File: config.mk
export PLATFORM = sky130hd
export DESIGN_NAME = hnpcs_ctrl
export DESIGN_NICKNAME = d
export VERILOG_FILES = /design/src/sv/hnpcs_pkg.sv /design/src/sv/hnpcs_ctrl.sv
export SDC_FILE = /design/constraint.sdc
export NUM_CORES = 1
export LEC_CHECK = 0
export BUFFER_PORTS_ARGS = -buffer_cell sky130_fd_sc_hd__buf_4
export CAP_MARGIN = 20
export CORE_AREA = 5 5 42 44
export DETAILED_ROUTE_END_ITERATION = 16
export DIE_AREA = 0 0 47 49
export PLACE_DENSITY = 0.63
export SLEW_MARGIN = 25
export SYNTH_ARGS = -nofsm -noshare
export SYNTH_HDL_FRONTEND = slang
export SYNTH_SLANG_ARGS = --single-unit
File: constraint.sdc
create_clock -name clock -period 2.5 [get_ports clock]
set_input_delay 0.25 -clock clock [delete_from_list [all_inputs] [get_ports clock]]
set_output_delay 0.25 -clock clock [all_outputs]
set_load 0.02 [all_outputs]
File: src/sv/hnpcs_pkg.sv
package hnpcs_pkg;

   typedef struct packed {
      logic [1:0]  command;
      logic [15:0] cell_x;
      logic [15:0] cell_y;
      logic [15:0] hint_index;
   } req_type;

   typedef struct packed {
      logic [9:0] nearest_index;
      logic       list_empty;
      logic       right_side;
   } rsp_type;

   localparam int RSP_INDEX_BITS = 10;

   localparam logic [1:0] CMD_CLEAR  = 2'd0;
   localparam logic [1:0] CMD_APPEND = 2'd1;
   localparam logic [1:0] CMD_QUERY  = 2'd2;

   typedef enum logic [3:0] {
      ST_IDLE,
      ST_ISS_HINT,
      ST_ISS_NEXT,
      ST_ISS_PREV,
      ST_PRIME_WAIT,
      ST_WALK_START,
      ST_WALK,
      ST_DRAIN,
      ST_CHORD_LO,
      ST_CHORD_HI,
      ST_CHORD_WAIT,
      ST_DONE
   } state_type;

   // what the read port fetches this cycle; travels down the pipe as a tag
   typedef enum logic [2:0] {
      RD_NONE,
      RD_HINT,
      RD_NEXT,
      RD_PREV,
      RD_WALK,
      RD_LO,
      RD_HI
   } rd_sel_type;

   typedef struct packed {
      logic       take;
      rd_sel_type rd_sel;
      logic       start_walk;
      logic       load_rsp;
   } dp_cmd_type;

   typedef struct packed {
      logic count_zero;
      logic has_next;
      logic has_prev;
      logic walk_end;
      logic stop;
      logic pipe_busy;
      logic cross_done;
   } dp_status_type;

endpackage

File: src/sv/hnpcs_ctrl.sv
module hnpcs_ctrl
   import hnpcs_pkg::*;
(
   input  logic          clock,
   input  logic          reset,
   input  logic          req_valid,
   input  logic [1:0]    req_command,
   output logic          req_ready,
   output logic          rsp_valid,
   input  logic          rsp_ready,
   input  dp_status_type status,
   output dp_cmd_type    cmd
);

   state_type state_ff, state_in;
   logic      rsp_valid_ff, rsp_valid_in;
   logic      slot_free;

   assign slot_free = !rsp_valid_ff || rsp_ready;

   always_ff @(posedge clock) begin
      if (reset) begin
         state_ff     <= ST_IDLE;
         rsp_valid_ff <= 1'b0;
      end else begin
         state_ff     <= state_in;
         rsp_valid_ff <= rsp_valid_in;
      end
   end

   always_comb begin
      state_in = state_ff;
      case (state_ff)
         ST_IDLE: begin
            if (req_valid && req_command == CMD_QUERY) begin
               state_in = status.count_zero ? ST_DONE : ST_ISS_HINT;
            end
         end
         ST_ISS_HINT:   state_in = ST_ISS_NEXT;
         ST_ISS_NEXT:   state_in = ST_ISS_PREV;
         ST_ISS_PREV:   state_in = ST_PRIME_WAIT;
         ST_PRIME_WAIT: begin
            if (!status.pipe_busy) begin
               state_in = ST_WALK_START;
            end
         end
         ST_WALK_START: state_in = ST_WALK;
         ST_WALK: begin
            if (status.stop || status.walk_end) begin
               state_in = ST_DRAIN;
            end
         end
         ST_DRAIN: begin
            if (!status.pipe_busy) begin
               state_in = ST_CHORD_LO;
            end
         end
         ST_CHORD_LO:   state_in = ST_CHORD_HI;
         ST_CHORD_HI:   state_in = ST_CHORD_WAIT;
         ST_CHORD_WAIT: begin
            if (status.cross_done) begin
               state_in = ST_DONE;
            end
         end
         ST_DONE: begin
            if (slot_free) begin
               state_in = ST_IDLE;
            end
         end
         default: state_in = ST_IDLE;
      endcase
   end

   always_comb begin
      cmd            = '0;
      cmd.rd_sel     = RD_NONE;
      req_ready      = 1'b0;
      case (state_ff)
         ST_IDLE: begin
            req_ready = 1'b1;
            cmd.take  = req_valid;
         end
         ST_ISS_HINT: cmd.rd_sel = RD_HINT;
         ST_ISS_NEXT: cmd.rd_sel = status.has_next ? RD_NEXT : RD_NONE;
         ST_ISS_PREV: cmd.rd_sel = status.has_prev ? RD_PREV : RD_NONE;
         ST_WALK_START: cmd.start_walk = 1'b1;
         ST_WALK: begin
            // keep fetching until the far end or a stop; late fetches are dropped
            cmd.rd_sel = (status.stop || status.walk_end) ? RD_NONE : RD_WALK;
         end
         ST_CHORD_LO: cmd.rd_sel   = RD_LO;
         ST_CHORD_HI: cmd.rd_sel   = RD_HI;
         ST_DONE:     cmd.load_rsp = slot_free;
         default: begin
            cmd.rd_sel = RD_NONE;
         end
      endcase
      rsp_valid_in = cmd.load_rsp || (rsp_valid_ff && !rsp_ready);
   end

   assign rsp_valid = rsp_valid_ff;

endmodule

* After elaboration in Yosys (flattened, before gate mapping)
Cells that the tools add are included. W data, S select, Z words.
Word-level totals: bits in latches 0, memories 0, output and inout bits 8, memory bits (writable) 0, bits in read-only memories 0, register bits 5, word-level logic and storage cells 45
Operators by class: eq/ne operators 18, $mul 0, reduce and logical (&&, ||, !) cells 9, divide/modulo/power cells 0, muxes and demuxes 16, shifts and indexed selects 0, bitwise logic cells 0, add/sub/neg operators 0, $lt $le $gt $ge 0
Operators by type and width (count):
- $pmux W4 S12 | 1
- $mux W4 | 7
- $pmux W3 S6 | 1
- $eq A4 B3 Y1 const B | 4
- $eq A4 B4 Y1 const B | 4
- $ne A2 B2 Y1 const B | 6
- $eq A4 B2 Y1 const B | 2
- $reduce_and A6 Y1 | 1
- $eq A4 B1 Y1 const B | 1
- $logic_not A4 Y1 | 1
- $mux W1 | 4
- $mux W2 | 2
- $logic_or A1 B1 Y1 | 3
- $mux W3 | 1
- $eq A2 B2 Y1 const B | 1
- $logic_and A1 B1 Y1 | 2
- $logic_not A1 Y1 | 2

* Logic depth before layout (Yosys ltp)
Gate-level depths: netlist of the first run.
word-level depth 4, gate-level depth with buffers 5

* Worst setup path before layout of the first run
No wires, ideal clock.
path type reg-to-output, from reg state_ff[3], to out cmd[5] in the netlist's numbering, data required time 2250 ps, stages on the path, launching flop included 4, slack 915 ps, arrival 1335 ps, cells stage by stage dfxtp_1 > buf_6 > nor4_2 > and2_1
RTL lines:
- start: declaration | line hnpcs_ctrl.sv:15 | state_type state_ff, state_in;
- start signal: assignment | line hnpcs_ctrl.sv:26 | state_ff <= state_in;
- end: declaration | line hnpcs_ctrl.sv:12 | output dp_cmd_type cmd

==> impl_results.md, run 1 <==
- Crit path required time: 2.25 ns
- Top cell type's share of synthesized area: 21.7%
- Resized cells post-CTS: 0
- Max transition margin: 68.8%
- Initial DRC count: 8
- Hold Path Sink: rsp_valid$_SDFF_PP0_
- Crit path max fanout: 14
- Design Area, Final: 622 sq um
- CP startpoint kind: flip-flop
- Synth warn: 0
- Status: finished clean
- Register area share after synthesis: 21.7%
- DRT Wirelength: 1100 microns
- Placed insts: 94
- TritonCTS clock tree: built
- Seq pwr share: 27.8%
- Area leader, netlist: dfxtp_1
- Setup crit start: state_ff[0]$_SDFFE_PP0P_
- Die Width: 47 microns
- Internal: 0.000359 W
- M1 wire length: 465 microns
- Final setup viols: 0
- Largest net degree at the start of global routing: 15
- Post-DP HPWL: 853 microns
- Min-delay src: reset
- Worst-Margin Slew: 0.467 ns
- Syn-to-layout area delta: 35.1%
- Synth area leaders: dfxtp_1 22%, o21ai_0 6.5%, nor2_1 5.7%
- GPL Wtd Cong: 0.830
- Vias in the first global route: 434
- Worst hold-check path type: in -> reg
- Via count: 508
- Share of layout cells above drive strength 1: 35.4%
- Yosys reg bits: 5
- Synthesized net count: 75
- RSZ-0062 raised after global routing: false
- Detail Route met2 WL: 496 microns
- DIE AREA: 2300 sq um
- F_max: 0.515 GHz
- Hold path depth: 2
- Crit Reg-Reg Endpoint: state_ff[2]$_SDFFE_PP0P_
- Vias/cell: 5.18
- FP Rows: 14
- Max Cap Violations: 0
- Port Buffers: 20
- Final Hold Vio Count: 0
- Initial Utilization: 32.9%
- Final Critical Period: 1.94 ns
- GR Util All Layers: 10.7%
- Drt pass-1 iters: 4
- Clock power share: 14.2%
- Worst reg-to-reg setup slack: 1.04 ns
- Root buf cell: clkbuf_4
- Worst setup margin: 0.560 ns
- Core footprint: 1400 sq um
- Pre-CTS WS: 0.829 ns
- Final hold slack: 0.198 ns
- Initial antenna violation count: 0
- DRC Markers: 0
- GRT overflow: 0
- CP Class: reg -> out
- Post-Layout Cell Count: 98
- Synthesized area: 460 sq um
- Fin. max-slew vios: 0
- Die Ht: 49 microns
- Post-place instance area: 596 sq um
- Cell variety after synth: 30
- Setup bufs post-CTS: 0
- R2r worst-path depth: 4
- Wire per inst: 11.2 microns
- Post-Route Skew: 0.00256 ns
- VDD IR-drop max: 468 uV
- Clk pin slew, worst setup/hold paths: 0.05 ns
- Hold_buf cts: 0
- First-pass GRT wire length: 1840 microns
- Static Leak: 0.265 nW
- NetSw: 0.000330 W
- H-Tree Depth: 1
- Clock Path Buffers: 2
- Wire length on met3: 120 microns
- Top-Level Pins: 21
- Highest routed layer: met4
- Post-synthesis instance total: 62
- Worst setup EP type: primary output
- Final period util: 77.6%
- Reg-to-Reg Start: state_ff[0]$_SDFFE_PP0P_
- Sw frac: 47.9%
- Comb pwr share: 58.0%
- CTS Buf Count: 3
- Number of fill cells: 149
- Worst skew pair latency: 0.25 ns
- Setup TNS: 0 ns
- Num Clock Sinks: 5
- Power Dens Cells: 1110 nW/um^2
- Syn Area/Cell: 7.43 sq um
- Ant. Diodes: 0
- Crit path arrival time: 1.69 ns
- Nets: 96
- Routed Antenna Nets: 0
-- logic make-up (layout without fill, tap and decap cells) --
logic type,Yosys count,in the layout,share of synthesized area (%)
DFF,5,5,21.7
AOI/OAI and AO/OA,15,15,21.7
muxes,2,2,4.35
and+or+nand+nor,30,30,37.5
xor gates and xnor gates,2,2,3.81
buffers and inverters,8,28,10.9
-- cell usage after synthesis --
| library cell | n |
|---|---|
| a211oi_1 | 1 |
| a21oi_1 | 3 |
| a31o_1 | 1 |
| a31oi_1 | 1 |
| a32oi_1 | 1 |
| and2_1 | 1 |
| and3b_1 | 1 |
| buf_2 | 1 |
| buf_4 | 1 |
| buf_6 | 2 |
| dfxtp_1 | 5 |
| inv_1 | 3 |
| inv_2 | 1 |
| mux2i_1 | 2 |
| nand2_1 | 5 |
| nand2b_1 | 4 |
| nand3_1 | 1 |
| nand4_1 | 3 |
| nand4_2 | 1 |
| nor2_1 | 7 |
| nor2_2 | 1 |
| nor2b_1 | 1 |
| nor3_1 | 1 |
| nor4_2 | 1 |
| nor4b_1 | 1 |
| o2111ai_2 | 1 |
| o21ai_0 | 6 |
| o21ai_2 | 1 |
| or3_1 | 2 |
| xnor2_1 | 2 |
-- stage by stage --
step / utilization, % / total power (W)
3_5_place_dp: 42.5 / 0.000595
2_1_floorplan: - / 0.000499
5_1_grt: 44.4 / 0.000749
6_report: 44.4 / 0.000688
4_1_cts: 44.4 / 0.000696
3_3_place_gp: 42.5 / 0.000593
-- layout make-up --
| type | instances | area, sq um | share of cell area [%] |
|---|---|---|---|
| multi-input cells | 49 | 310 | 49.9 |
| repair buffers | 20 | 150 | 24.1 |
| flip-flops and latches | 5 | 100 | 16.1 |
| clock buffers | 4 | 26.3 | 4.23 |
| well taps | 16 | 20.0 | 3.22 |
| inverters | 4 | 15.0 | 2.41 |
-- routing by layer --
metal | GRT usage (%) | up-vias
li1 | - | 264
met1 | 14.9 | 214
met2 | 14.7 | 28
met3 | 2.58 | 2
met4 | 5.53 | 0
met5 | 0 | -
-- critical path, cell delays in order (launching register included) --
cell	delay (ns)
dfxtp_1	0.60
nand2_1	0.20
or3_1	0.37
nor2b_1	0.12
buf_4	0.15
-- flip-flops by register name (all words and copies together) (netlist names) --
name,flops
state_ff,4
rsp_valid,1
-- how the worst max path moves through the flow --
stage             end  slack [ns]  cells after the start
4_1_cts        cmd[0]        0.54                      4
2_1_floorplan  cmd[5]        0.91                      3
5_1_grt        cmd[0]        0.37                      4
3_3_place_gp   cmd[0]        0.84                      4
3_5_place_dp   cmd[0]        0.83                      4
6_report       cmd[0]        0.56                      4
-- power groups by stage --
stage               logic (W)  clock network, W  registers, W
global route         0.000439          0.000107      0.000203
floorplan            0.000368                 0      0.000131
global placement     0.000402                 0      0.000191
detailed placement   0.000404                 0      0.000192
CTS                  0.000405          0.000101      0.000190
finish               0.000399         0.0000981      0.000191
-- cells in the final DEF, fill, tap and decap left out, types with 2 or more instances in the layout --
cell type,n
nor2_1,7
clkbuf_4,3
or3_1,2
nand2_1,5
xnor2_1,2
nand2b_1,4
o21ai_0,6
inv_1,3
dfxtp_1,5
nand4_1,3
buf_4,20
mux2i_1,2
a21oi_1,3
Power figures use the tool's default switching activity.
==> inputs of run 2 (changes only) <==
- clock period: 2.5 -> 1.8 ns (I/O delays scaled with it)
==> run 2 against run 1 <==
  * Via count up 0.98%
  * Critical path depth up 2
  * Utilization up 1.8 points
  * First-iteration DRC count down 25%
  * Worst hold slack worse by 0.051 ns
  * Worst setup slack worse by 0.44 ns
==> impl_results.md, run 2 (synthesis gave the netlist of run 1 again) <==
- Status: finished clean
- Max Cap Violations: 0 (unchanged)
- Levels on crit path: 6 (+2)
- Clock Path Buffers: 2 (unchanged)
- Drt pass-1 iters: 5 (+1)
- Final Hold Vio Count: 0 (unchanged)
- Top-Level Pins: 21 (unchanged)
- Via count: 513 (+0.98%)
- Final hold slack: 0.147 ns (-0.0512 ns)
- Nets: 99 (+3.1%)
- Worst skew pair latency: 0.24 ns (about the same)
- RSZ-0062 raised after global routing: false
- Setup crit end: cmd[3]
- Post-DP HPWL: 952 microns (+12%)
- DIE AREA: 2300 sq um (unchanged)
- Worst hold-check path type: in -> reg
- Routed Antenna Nets: 0 (unchanged)
- Placed insts: 97 (+3.2%)
- Share of layout cells above drive strength 1: 40.0% (+4.6 points)
- First-pass GRT wire length: 1880 microns (+1.8%)
- Crit path required time: 1.62 ns (-0.63 ns)
- Initial DRC count: 6 (-2)
- Fin. max-slew vios: 0 (unchanged)
- Crit path arrival time: 1.50 ns (-0.19 ns)
- Final Critical Period: 1.68 ns
- Final setup viols: 0 (unchanged)
- Top delay family on crit path: flip-flops
- Port Buffers: 20 (unchanged)
- Core footprint: 1400 sq um (unchanged)
- GPL Wtd Cong: 0.815 (-1.7%)
- Setup crit start: state_ff[1]$_SDFFE_PP0P_
- Slowest Stage Delay on Critical Path: 0.43 ns (-0.17 ns)
- Commonest non-fill, non-tap cells in the layout: 23 x buf_4, 7 x nor2_1, 6 x o21ai_0, 5 x nand2_1, 4 x nand2b_1
- Reg-to-Reg Start: state_ff[1]$_SDFFE_PP0P_
- Hold_buf cts: 0 (unchanged)
- H-Tree Depth: 1 (unchanged)
- Worst reg-to-reg setup slack: 0.40 ns (-0.64 ns)
- GRT overflow: 0 (unchanged)
- Die Ht: 49 microns (unchanged)
- Initial antenna violation count: 0 (unchanged)
- Biggest register: state_ff
- Hold path depth: 2 (unchanged)
- Wire per inst: 11.4 microns (+1.6%)
- Crit-path cells: buf_4, nand2b_1, o21ai_0, a32oi_1, nor2_1, buf_4
- Initial Utilization: 32.9% (unchanged)
- DRC Markers: 0 (unchanged)
- Slowest cell on crit path: dfxtp_1
- Vias/cell: 5.08 (-2.0%)
- CP Buf/Inv Count: 2 (+1)
- Most frequent cell on the critical path: buf_4
- CP startpoint kind: flip-flop
- Commonest non-fill, non-tap cell in the layout: buf_4
- F_max: 0.595 GHz
- DRT Wirelength: 1150 microns (+4.7%)
- Setup TNS: 0 ns (unchanged)
- Syn-to-layout area delta: 40.5%
- Root buf cell: clkbuf_4
- Post-Layout Cell Count: 101 (+3.1%)
- Num Clock Sinks: 5 (unchanged)
- Vias in the first global route: 470 (+8.3%)
- Max reg flops: 4 (unchanged)
- Static Leak: 0.282 nW (+6.1%)
- Die Width: 47 microns (unchanged)
- Ant. Diodes: 0 (unchanged)
- Crit path max fanout: 9 (-5)
- Post-Route Skew: 0.00345 ns (+0.000890 ns)
- R2r worst-path depth: 5 (+1)
- Worst setup EP type: primary output
- Number of fill cells: 149 (unchanged)
- VDD IR-drop max: 612 uV (+31%)
- FF/Latch Area: 103 sq um (+2.5%)
- Clk pin slew, worst setup/hold paths: 0.04 ns (about the same)
- Final period util: 93.4%
- Max transition margin: 74.5% (+5.6 points)
- Multi-input gate area: 310 sq um (unchanged)
- CTS Buf Count: 3 (unchanged)
- TritonCTS clock tree: built
- Worst-Margin Slew: 0.382 ns (-0.0844 ns)
- GR Util All Layers: 11.1% (+0.37 points)
- Setup bufs post-CTS: 0 (unchanged)
- Power Dens Cells: 1530 nW/um^2 (+38%)
- Crit Reg-Reg Endpoint: state_ff[0]$_SDFFE_PP0P_
- CP Class: reg -> out
- FP Rows: 14 (unchanged)
- Largest net degree at the start of global routing: 12 (-3)
[run 2: changes by cell type in the layout (fill, tap and decap cells not counted)]
cell / change
buf_4: +3
dfxtp_2: +2
dfxtp_1: -2
[run 2: power breakdown]
group          leakage, nW  total (W)  switching, W  internal [W]
logic                0.225   0.000622      0.000325      0.000297
clock network       0.0150   0.000126     0.0000423     0.0000836
registers           0.0417   0.000243     0.0000896      0.000154
total                0.282   0.000991      0.000457      0.000534
[run 2: metrics by stage]
step                      worst slack (ns)  utilization [%]  total power (W)  instance area [sq um]
after floorplan                      0.271                -         0.000693                    460
after global placement               0.317             44.1         0.000864                    618
after detailed placement             0.262             44.1         0.000871                    618
after CTS                           0.0614             46.1          0.00100                    646
after global routing                0.0450             46.2          0.00107                    647
final                                0.120             46.2         0.000991                    647
[run 2: worst min path at each step]
stage,from,to
6_report,reset,rsp_valid$_SDFF_PP0_
3_3_place_gp,reset,rsp_valid$_SDFF_PP0_
2_1_floorplan,reset,rsp_valid$_SDFF_PP0_
4_1_cts,reset,rsp_valid$_SDFF_PP0_
5_1_grt,reset,rsp_valid$_SDFF_PP0_
3_5_place_dp,reset,rsp_valid$_SDFF_PP0_
[run 2: timing repair]
item	CTS	global route
cloned	0	0
resized for setup	1	1
endpoints found under the setup margin	1	1
pin swaps	0	0
[run 2: worst register-to-register path, stage by stage, from the launching register on]
cell and delay [ns]:
dfxtp_1 0.36, buf_4 0.20, nor4_2 0.32, o21ai_2 0.11, nand4_2 0.15, mux2i_1 0.18
[run 2: routing by layer]
layer  global-route usage (%)  up-vias  wire length (microns)
met1                     14.5      228                    493
li1                         -      267                      -
met3                     1.85        4                     93
met2                     15.4       14                    538
met4                     8.29        0                     28
met5                        0        -                      0
[run 2: final cells by class]
class | instances | share of cell area, %
sequential | 5 | 15.9
clock buffer | 4 | 4.06
multi-input combinational | 49 | 48.0
tap | 16 | 3.09
timing repair buffer | 23 | 26.7
inverter | 4 | 2.32
